`src/rtl/ccs_pkg.sv`:
```
// Shared types and codes for the Chaikin curve subdivider.
// Used by ccs_cut_unit and chaikin_curve_subdivider; depends on nothing.
package ccs_pkg;

    typedef enum logic [1:0] {
        OP_ADD     = 2'd0,
        OP_CLEAR   = 2'd1,
        OP_ITERATE = 2'd2,
        OP_UNUSED  = 2'd3
    } opcode_t;

    typedef enum logic [2:0] {
        STAT_ADDED   = 3'd0,
        STAT_CLEARED = 3'd1,
        STAT_POINT   = 3'd2,
        STAT_REFUSED = 3'd3,
        STAT_EMPTIED = 3'd4
    } status_t;

    typedef enum logic {
        STEP_QUARTER       = 1'b0,
        STEP_THREE_QUARTER = 1'b1
    } step_t;

    typedef enum logic [3:0] {
        ST_IDLE  = 4'b0001,
        ST_PRIME = 4'b0010,
        ST_CUT_A = 4'b0100,
        ST_CUT_B = 4'b1000
    } state_t;

endpackage

```
`src/rtl/ccs_point_mem.sv`:
```
// Point store: one write port and one registered read port.
// Holds both banks of packed {y, x} points; no dependencies.
module ccs_point_mem #(
    parameter int ADDR_W = 6,
    parameter int DATA_W = 32
) (
    input  logic              aclk,
    input  logic              wr_en,
    input  logic [ADDR_W-1:0] wr_addr,
    input  logic [DATA_W-1:0] wr_data,
    input  logic              rd_en,
    input  logic [ADDR_W-1:0] rd_addr,
    output logic [DATA_W-1:0] rd_data
);

    logic [DATA_W-1:0] mem [0:(1 << ADDR_W)-1];
    logic [DATA_W-1:0] rd_data_reg;

    always_ff @(posedge aclk) begin
        if (wr_en) begin
            mem[wr_addr] <= wr_data;
        end
        if (rd_en) begin
            rd_data_reg <= mem[rd_addr];
        end
    end

    assign rd_data = rd_data_reg;

endmodule

```
`src/rtl/ccs_cut_unit.sv`:
```
// Corner-cut arithmetic: p0 + floor(d/4) or p0 + floor(3d/4) on both axes.
// Depends on ccs_pkg for the step select.
module ccs_cut_unit
    import ccs_pkg::*;
#(
    parameter int COORD_BITS = 16
) (
    input  step_t                  step,
    input  logic [COORD_BITS-1:0]  p0_x,
    input  logic [COORD_BITS-1:0]  p0_y,
    input  logic [COORD_BITS-1:0]  p1_x,
    input  logic [COORD_BITS-1:0]  p1_y,
    output logic [COORD_BITS-1:0]  q_x,
    output logic [COORD_BITS-1:0]  q_y
);

    localparam int EXT_W = COORD_BITS + 3;

    function automatic logic [COORD_BITS-1:0] cut(input logic [COORD_BITS-1:0] a,
                                                 input logic [COORD_BITS-1:0] b,
                                                 input step_t s);
        logic signed [EXT_W-1:0] ea;
        logic signed [EXT_W-1:0] d;
        logic signed [EXT_W-1:0] t;
        logic signed [EXT_W-1:0] r;
        ea = EXT_W'(signed'(a));
        d  = EXT_W'(signed'(b)) - ea;
        t  = (s == STEP_THREE_QUARTER) ? (d + (d <<< 1)) : d;
        r  = ea + (t >>> 2);
        return r[COORD_BITS-1:0];
    endfunction

    assign q_x = cut(p0_x, p1_x, step);
    assign q_y = cut(p0_y, p1_y, step);

endmodule

```
`src/rtl/chaikin_curve_subdivider.sv`:
```
// Top level of the Chaikin curve subdivider: sequencer, bank control and output register.
// Depends on ccs_pkg, ccs_point_mem and ccs_cut_unit.
//
//   Port group   Dir  tdata (low bit up)              tuser    tlast
//   s_*          in   x_coord, y_coord                opcode   -
//   m_*          out  out_x, out_y, point_count       status   last
//
// Add, clear, refused commands and emptying iterates give one beat. A successful iterate
// loads the first point in ST_PRIME, then gives a quarter cut in ST_CUT_A and a
// three-quarter cut in ST_CUT_B per segment, set by the single read port of the point
// store and the shared cut unit. New points go to the other bank, which becomes current
// at the end. Reset is synchronous and clears control state only. A stalled output
// holds the sequencer; no input is taken while a beat is pending.
module chaikin_curve_subdivider
    import ccs_pkg::*;
#(
    parameter int MAX_POINTS = 32,
    parameter int COORD_BITS = 16
) (
    input  logic                                                 aclk,
    input  logic                                                 aresetn,
    input  logic                                                 s_tvalid,
    output logic                                                 s_tready,
    // x_coord, y_coord
    input  logic [((2*COORD_BITS+7)/8)*8-1:0]                    s_tdata,
    // opcode
    input  logic [1:0]                                           s_tuser,
    output logic                                                 m_tvalid,
    input  logic                                                 m_tready,
    // out_x, out_y, point_count
    output logic [((2*COORD_BITS+$clog2(MAX_POINTS+1)+7)/8)*8-1:0] m_tdata,
    // status
    output logic [2:0]                                           m_tuser,
    output logic                                                 m_tlast
);

    localparam int IDX_W  = $clog2(MAX_POINTS);
    localparam int CNT_W  = $clog2(MAX_POINTS + 1);
    localparam int ADDR_W = IDX_W + 1;
    localparam int OUT_DW = ((2*COORD_BITS + CNT_W + 7) / 8) * 8;
    localparam int PT_W   = 2 * COORD_BITS;

    state_t            state_reg, state_next;
    logic              bank_reg, bank_next;
    logic [IDX_W-1:0]  wp_reg, wp_next;
    logic [CNT_W-1:0]  count_reg, count_next;
    logic [CNT_W-1:0]  total_reg, total_next;
    logic [IDX_W-1:0]  idx_reg, idx_next;
    logic [IDX_W-1:0]  widx_reg, widx_next;
    logic [PT_W-1:0]   prev_reg, prev_next;

    logic                  m_valid_reg, m_valid_next;
    status_t               m_status_reg, m_status_next;
    logic [COORD_BITS-1:0] m_x_reg, m_x_next;
    logic [COORD_BITS-1:0] m_y_reg, m_y_next;
    logic [CNT_W-1:0]      m_count_reg, m_count_next;
    logic                  m_last_reg, m_last_next;

    logic              wr_en;
    logic [ADDR_W-1:0] wr_addr;
    logic [PT_W-1:0]   wr_data;
    logic              rd_en;
    logic [ADDR_W-1:0] rd_addr;
    logic [PT_W-1:0]   rd_data;

    step_t                 step;
    logic [COORD_BITS-1:0] cut_x, cut_y;

    logic                  in_fire;
    logic                  out_free;
    opcode_t               op;
    logic [COORD_BITS-1:0] in_x, in_y;
    logic [CNT_W:0]        dbl_count;
    logic                  is_last_new;
    logic                  more_segments;

    ccs_point_mem #(
        .ADDR_W (ADDR_W),
        .DATA_W (PT_W)
    ) u_mem (
        .aclk    (aclk),
        .wr_en   (wr_en),
        .wr_addr (wr_addr),
        .wr_data (wr_data),
        .rd_en   (rd_en),
        .rd_addr (rd_addr),
        .rd_data (rd_data)
    );

    ccs_cut_unit #(
        .COORD_BITS (COORD_BITS)
    ) u_cut (
        .step (step),
        .p0_x (prev_reg[COORD_BITS-1:0]),
        .p0_y (prev_reg[PT_W-1:COORD_BITS]),
        .p1_x (rd_data[COORD_BITS-1:0]),
        .p1_y (rd_data[PT_W-1:COORD_BITS]),
        .q_x  (cut_x),
        .q_y  (cut_y)
    );

    assign s_tready  = (state_reg == ST_IDLE) && !m_valid_reg;
    assign in_fire   = s_tvalid && s_tready;
    assign out_free  = !m_valid_reg || m_tready;
    assign op        = opcode_t'(s_tuser);
    assign in_x      = s_tdata[COORD_BITS-1:0];
    assign in_y      = s_tdata[PT_W-1:COORD_BITS];
    assign dbl_count = {count_reg, 1'b0} - (CNT_W+1)'(2);
    assign step      = (state_reg == ST_CUT_B) ? STEP_THREE_QUARTER : STEP_QUARTER;
    assign is_last_new   = (CNT_W'(widx_reg) + CNT_W'(1)) == total_reg;
    assign more_segments = (CNT_W'(idx_reg) + CNT_W'(1)) < count_reg;

    always_comb begin
        state_next    = state_reg;
        bank_next     = bank_reg;
        wp_next       = wp_reg;
        count_next    = count_reg;
        total_next    = total_reg;
        idx_next      = idx_reg;
        widx_next     = widx_reg;
        prev_next     = prev_reg;
        m_valid_next  = m_valid_reg && !m_tready;
        m_status_next = m_status_reg;
        m_x_next      = m_x_reg;
        m_y_next      = m_y_reg;
        m_count_next  = m_count_reg;
        m_last_next   = m_last_reg;
        wr_en         = 1'b0;
        wr_addr       = {bank_reg, wp_reg};
        wr_data       = {in_y, in_x};
        rd_en         = 1'b0;
        rd_addr       = {bank_reg, IDX_W'(0)};

        unique case (state_reg)
            ST_IDLE: begin
                if (in_fire) begin
                    m_valid_next = 1'b1;
                    m_x_next     = '0;
                    m_y_next     = '0;
                    m_last_next  = 1'b1;
                    unique case (op)
                        OP_ADD: begin
                            wr_en   = 1'b1;
                            wp_next = (wp_reg == IDX_W'(MAX_POINTS - 1)) ?
                                      '0 : wp_reg + IDX_W'(1);
                            if (count_reg != CNT_W'(MAX_POINTS)) begin
                                count_next = count_reg + CNT_W'(1);
                            end
                            m_status_next = STAT_ADDED;
                            m_count_next  = count_next;
                        end
                        OP_CLEAR: begin
                            wp_next       = '0;
                            count_next    = '0;
                            m_status_next = STAT_CLEARED;
                            m_count_next  = '0;
                        end
                        OP_ITERATE: begin
                            if (count_reg == '0 ||
                                dbl_count >= (CNT_W+1)'(MAX_POINTS)) begin
                                m_status_next = STAT_REFUSED;
                                m_count_next  = count_reg;
                            end else if (count_reg == CNT_W'(1)) begin
                                wp_next       = '0;
                                count_next    = '0;
                                m_status_next = STAT_EMPTIED;
                                m_count_next  = '0;
                            end else begin
                                m_valid_next = 1'b0;
                                rd_en        = 1'b1;
                                total_next   = dbl_count[CNT_W-1:0];
                                idx_next     = IDX_W'(1);
                                widx_next    = '0;
                                state_next   = ST_PRIME;
                            end
                        end
                        OP_UNUSED: begin
                            m_status_next = STAT_REFUSED;
                            m_count_next  = count_reg;
                        end
                        default: begin
                            m_status_next = STAT_REFUSED;
                            m_count_next  = count_reg;
                        end
                    endcase
                end
            end
            ST_PRIME: begin
                prev_next  = rd_data;
                rd_en      = 1'b1;
                rd_addr    = {bank_reg, idx_reg};
                state_next = ST_CUT_A;
            end
            ST_CUT_A: begin
                if (out_free) begin
                    wr_en         = 1'b1;
                    wr_addr       = {!bank_reg, widx_reg};
                    wr_data       = {cut_y, cut_x};
                    m_valid_next  = 1'b1;
                    m_status_next = STAT_POINT;
                    m_x_next      = cut_x;
                    m_y_next      = cut_y;
                    m_count_next  = total_reg;
                    m_last_next   = is_last_new;
                    widx_next     = widx_reg + IDX_W'(1);
                    state_next    = ST_CUT_B;
                end
            end
            ST_CUT_B: begin
                if (out_free) begin
                    wr_en         = 1'b1;
                    wr_addr       = {!bank_reg, widx_reg};
                    wr_data       = {cut_y, cut_x};
                    m_valid_next  = 1'b1;
                    m_status_next = STAT_POINT;
                    m_x_next      = cut_x;
                    m_y_next      = cut_y;
                    m_count_next  = total_reg;
                    m_last_next   = is_last_new;
                    widx_next     = widx_reg + IDX_W'(1);
                    prev_next     = rd_data;
                    if (more_segments) begin
                        rd_en      = 1'b1;
                        rd_addr    = {bank_reg, idx_reg + IDX_W'(1)};
                        idx_next   = idx_reg + IDX_W'(1);
                        state_next = ST_CUT_A;
                    end else begin
                        bank_next  = !bank_reg;
                        count_next = total_reg;
                        wp_next    = total_reg[IDX_W-1:0];
                        state_next = ST_IDLE;
                    end
                end
            end
            default: begin
                state_next = ST_IDLE;
            end
        endcase
    end

    always_ff @(posedge aclk) begin
        if (!aresetn) begin
            state_reg   <= ST_IDLE;
            bank_reg    <= 1'b0;
            wp_reg      <= '0;
            count_reg   <= '0;
            m_valid_reg <= 1'b0;
        end else begin
            state_reg   <= state_next;
            bank_reg    <= bank_next;
            wp_reg      <= wp_next;
            count_reg   <= count_next;
            m_valid_reg <= m_valid_next;
        end
    end

    always_ff @(posedge aclk) begin
        total_reg    <= total_next;
        idx_reg      <= idx_next;
        widx_reg     <= widx_next;
        prev_reg     <= prev_next;
        m_status_reg <= m_status_next;
        m_x_reg      <= m_x_next;
        m_y_reg      <= m_y_next;
        m_count_reg  <= m_count_next;
        m_last_reg   <= m_last_next;
    end

    assign m_tvalid = m_valid_reg;
    assign m_tdata  = OUT_DW'({m_count_reg, m_y_reg, m_x_reg});
    assign m_tuser  = m_status_reg;
    assign m_tlast  = m_last_reg;

endmodule
```
`config.mk`:
```
export PLATFORM = sky130hd
export DESIGN_NAME = chaikin_curve_subdivider
export DESIGN_NICKNAME = d
export VERILOG_FILES = /design/src/rtl/ccs_pkg.sv /design/src/rtl/ccs_point_mem.sv /design/src/rtl/ccs_cut_unit.sv /design/src/rtl/chaikin_curve_subdivider.sv
export SDC_FILE = /design/constraint.sdc
export NUM_CORES = 2
export LEC_CHECK = 0
export BUFFER_PORTS_ARGS = -buffer_cell sky130_fd_sc_hd__buf_2
export CELL_PAD_IN_SITES_DETAIL_PLACEMENT = 1
export CELL_PAD_IN_SITES_GLOBAL_PLACEMENT = 2
export CORE_ASPECT_RATIO = 0.8
export CORE_MARGIN = 1
export CORE_UTILIZATION = 48
export DETAILED_ROUTE_END_ITERATION = 6
export PLACE_DENSITY = 0.9
export SYNTH_ARGS = -nofsm -noshare
export SYNTH_HDL_FRONTEND = slang
export SYNTH_SLANG_ARGS = --single-unit
```
`constraint.sdc`:
```
create_clock -name aclk -period 10.1 [get_ports aclk]
set_input_delay 0.505 -clock aclk [delete_from_list [all_inputs] [get_ports aclk]]
set_output_delay 0.505 -clock aclk [all_outputs]
set_load 0.03 [all_outputs]
```
==> key figures <==
Clock network
  – Clk slew on worst S/H paths: 60 ps
  – Clock Root Buffer: clkbuf_16
  – CTS H-tree depth: 4
  – Clk Latency, worst-skew pair: 880 ps
  – Worst-case clock buffer depth: 3
  – Setup Buffers After CTS: 0
  – CTS Buf Count: 200
  – CTS tree: built
  – Sink Count: 2186

Critical path
  – Peak fanout along the critical path: 64
  – Worst setup EP type: flop
  – CP max stage delay: 1000 ps
  – Most frequent CP cell: ha_1
  – CP arrival: 7760 ps
  – Crit path kind: flop to flop
  – Critical Path Slowest Stage Cell: edfxtp_1
  – CP Data Required Time: 10660 ps
  – Worst path cell trace: ha_1 -> o21ai_0 -> a21oi_1 -> o21ai_1 -> mux2i_1 -> nor2_1 -> inv_1 -> ha_1 -> a21o_1 -> a311oi_1 -> nor2_1 -> xor2_1 -> nand2_1 -> nand2_1 -> ha_1 -> and4_1 -> a21o_1 -> nor4_1 -> o31ai_1 -> a21oi_1 -> xnor2_1 -> a311oi_1 -> nor3_2 -> buf_4
  – Startpoint types: flop
  – CP delay by family, top: compound AO/OA/AOI/OAI gates
  – Buffers & Inverters on Critical Path: 2

Timing
  – Final setup viols: 0
  – Fmax: 139 MHz
  – Max_slew headroom: 0.0172
  – Unrepaired setup endpoints after global routing: no
  – WHS: 101 ps
  – Worst-Margin Slew: 1460 ps
  – Slew Viols, Final: 0
  – Worst Clk Skew: 69.3 ps
  – Fin. Hold Viols: 0
  – Period utilization: 0.714
  – Setup Total Neg Slack: 0 ps
  – Fin crit period: 7210 ps

Status
  – Status: finished, violations left
  – Failing checks: max-capacitance violations

Logic synthesis
  – Post-synth top area cell: edfxtp_1
  – Synthesized flop and latch total: 2186
  – Top FF cell, synth: edfxtp_1
  – Syn. warnings: 0
  – Post-Syn Area: 0.0895 sq mm
  – Most instantiated cells after synthesis: 2169 x edfxtp_1, 883 x nand2_1, 295 x mux4_2, 191 x a21oi_1, 172 x nor2_1
  – Largest cells by area after synthesis: edfxtp_1 73%, mux4_2 7.4%, nand2_1 3.7%
  – Number of flops mapped to enable cells by yosys: 2169
  – Top-count cell post-synth: edfxtp_1
  – Share of flip-flops with an asynchronous set or reset: 0
  – Post-synth top area share: 0.728
  – Post-Syn Instances: 5492
  – Sequential fraction of the synthesis area: 0.732
  – Synth cell types: 91
  – Post-Syn Area per Cell: 16.3 sq um

Layout
  – Area Overhead vs Synth: 12.0%
  – Layout cells sized above 1: 0.166
  – Max reg flops: 2048
  – Nets: 5821

Placed design
  – Buffers on Ports: 81
  – Gp weighted congestion: 0.881
  – Post-DP HPWL: 164000 um

Drt
  – Vias per cell: 6.62
  – # DRC: 0
  – Total Wirelength: 285000 um
  – First drt pass iteration count: 6
  – Post-route ant nets: 0
  – Via Count: 54700
  – Starting DRT DRC Count: 7939
  – Routed len/inst: 34.5 um

Floorplan
  – Die ar.: 0.188 sq mm
  – Initial core utilization: 0.484
  – Core ar.: 0.185 sq mm
  – Ports: 84
  – Height of the die: 388 um
  – Site Rows: 141
  – Die width: 485 um

Global route
  – Largest net degree at the start of global routing: 113
  – Global route total overflow: 0
  – Number of global-route vias before repair: 55600
  – Total GRT Usage: 0.301
  – First-pass GRT wire length: 402000 um
  – Initial antenna violation count: 24

Power
  – PD cells: 181 mW/mm^2
  – Worst VDD drop: 0.153 mV
  – Power Total: 18.2 mW
  – Leak: 33.5 nW

Worst hold path
  – Type of the worst min-delay path: input pin to flop

Run
  – Total of max-cap violations: 1
==> placed cells by master (no fill, tap or decap), drive strengths merged, types with 52 or more instances in the layout <==
cell type / n
nor3: 52
and3: 118
nor2: 176
mux2i: 108
edfxtp: 2169
xnor2: 56
a31oi: 111
ha: 112
o21ai: 118
nand2: 883
buf: 257
mux4: 295
clkbuf: 245
clkinv: 105
inv: 83
nand3: 142
a21oi: 191
a22oi: 127
==> power breakdown <==
part	leakage (nW)	switching [mW]	internal [mW]	total, mW
Clock	3.00	3.41	3.87	7.28
Combinational	10.8	0.596	0.188	0.785
Sequential	19.7	0.0467	10.1	10.1
Total	33.5	4.05	14.1	18.2
==> tightest hold or removal path, cell delays in order <==
cell      delay, ps
buf_2           120
nor2_1          110
a211oi_1         60
==> layer usage <==
layer / routed length, um / GRT usage / vias to the layer above
met1: 106000 / 0.399 / 28300
li1: - / - / 21900
met2: 128000 / 0.456 / 3800
met4: 14900 / 0.144 / 20
met3: 36100 / 0.0883 / 706
met5: 278 / 0.00534 / -
==> through the flow <==
stage               instance area [sq um]  cells  worst slack (ps)   util
floorplan                           89500   5493              1980      -
global placement                    93900   7890              2870  0.508
detailed placement                  94000   7892              3070  0.508
CTS                                100000   8262              2980  0.542
global route                       100000   8263              2480  0.542
finish                             100000   8272              2890  0.542
==> path summary, 6_finish.rpt <==
kind	start	endpoint	slack, ps	depth (start not counted)
worst min register to register	u_mem.rd_data[16]	prev_reg[16]	450	0
worst min-delay path	s_tuser[0]	m_tuser[0]	100	3
worst max register to register	u_mem.rd_data[19]	u_mem.mem[58][31]	2890	24
worst max-delay path	u_mem.rd_data[19]	u_mem.mem[58][31]	2890	24
==> cells by family (layout without fill, tap and decap cells) <==
family          after synthesis  count (layout)  synth area share
xor+xnor                     97              97           0.00950
other cells                   1              12         0.0000419
simple gates               1476            1476            0.0722
buf+inv                     365             703            0.0188
compound gates              841             841            0.0635
fa+ha+maj                   118             118            0.0170
flops                      2186            2186             0.732
mux                         408             408            0.0871
==> area by class of cell <==
cell class	count	area (sq um)
diodes	10	25.0
clock buffers	245	5220
clock inverters	123	940
fillers	17100	84700
inverters	76	285
multi-input cells	2942	23200
flip-flops and latches	2186	65500
well taps	2431	3040
repair buffers	259	1940
==> timing repair <==
action,in CTS,in global routing
hold endpoints to repair,7,0
gates resized for setup,0,0
hold buffers,2,0
No activity file was read; power rests on OpenSTA's default activity.
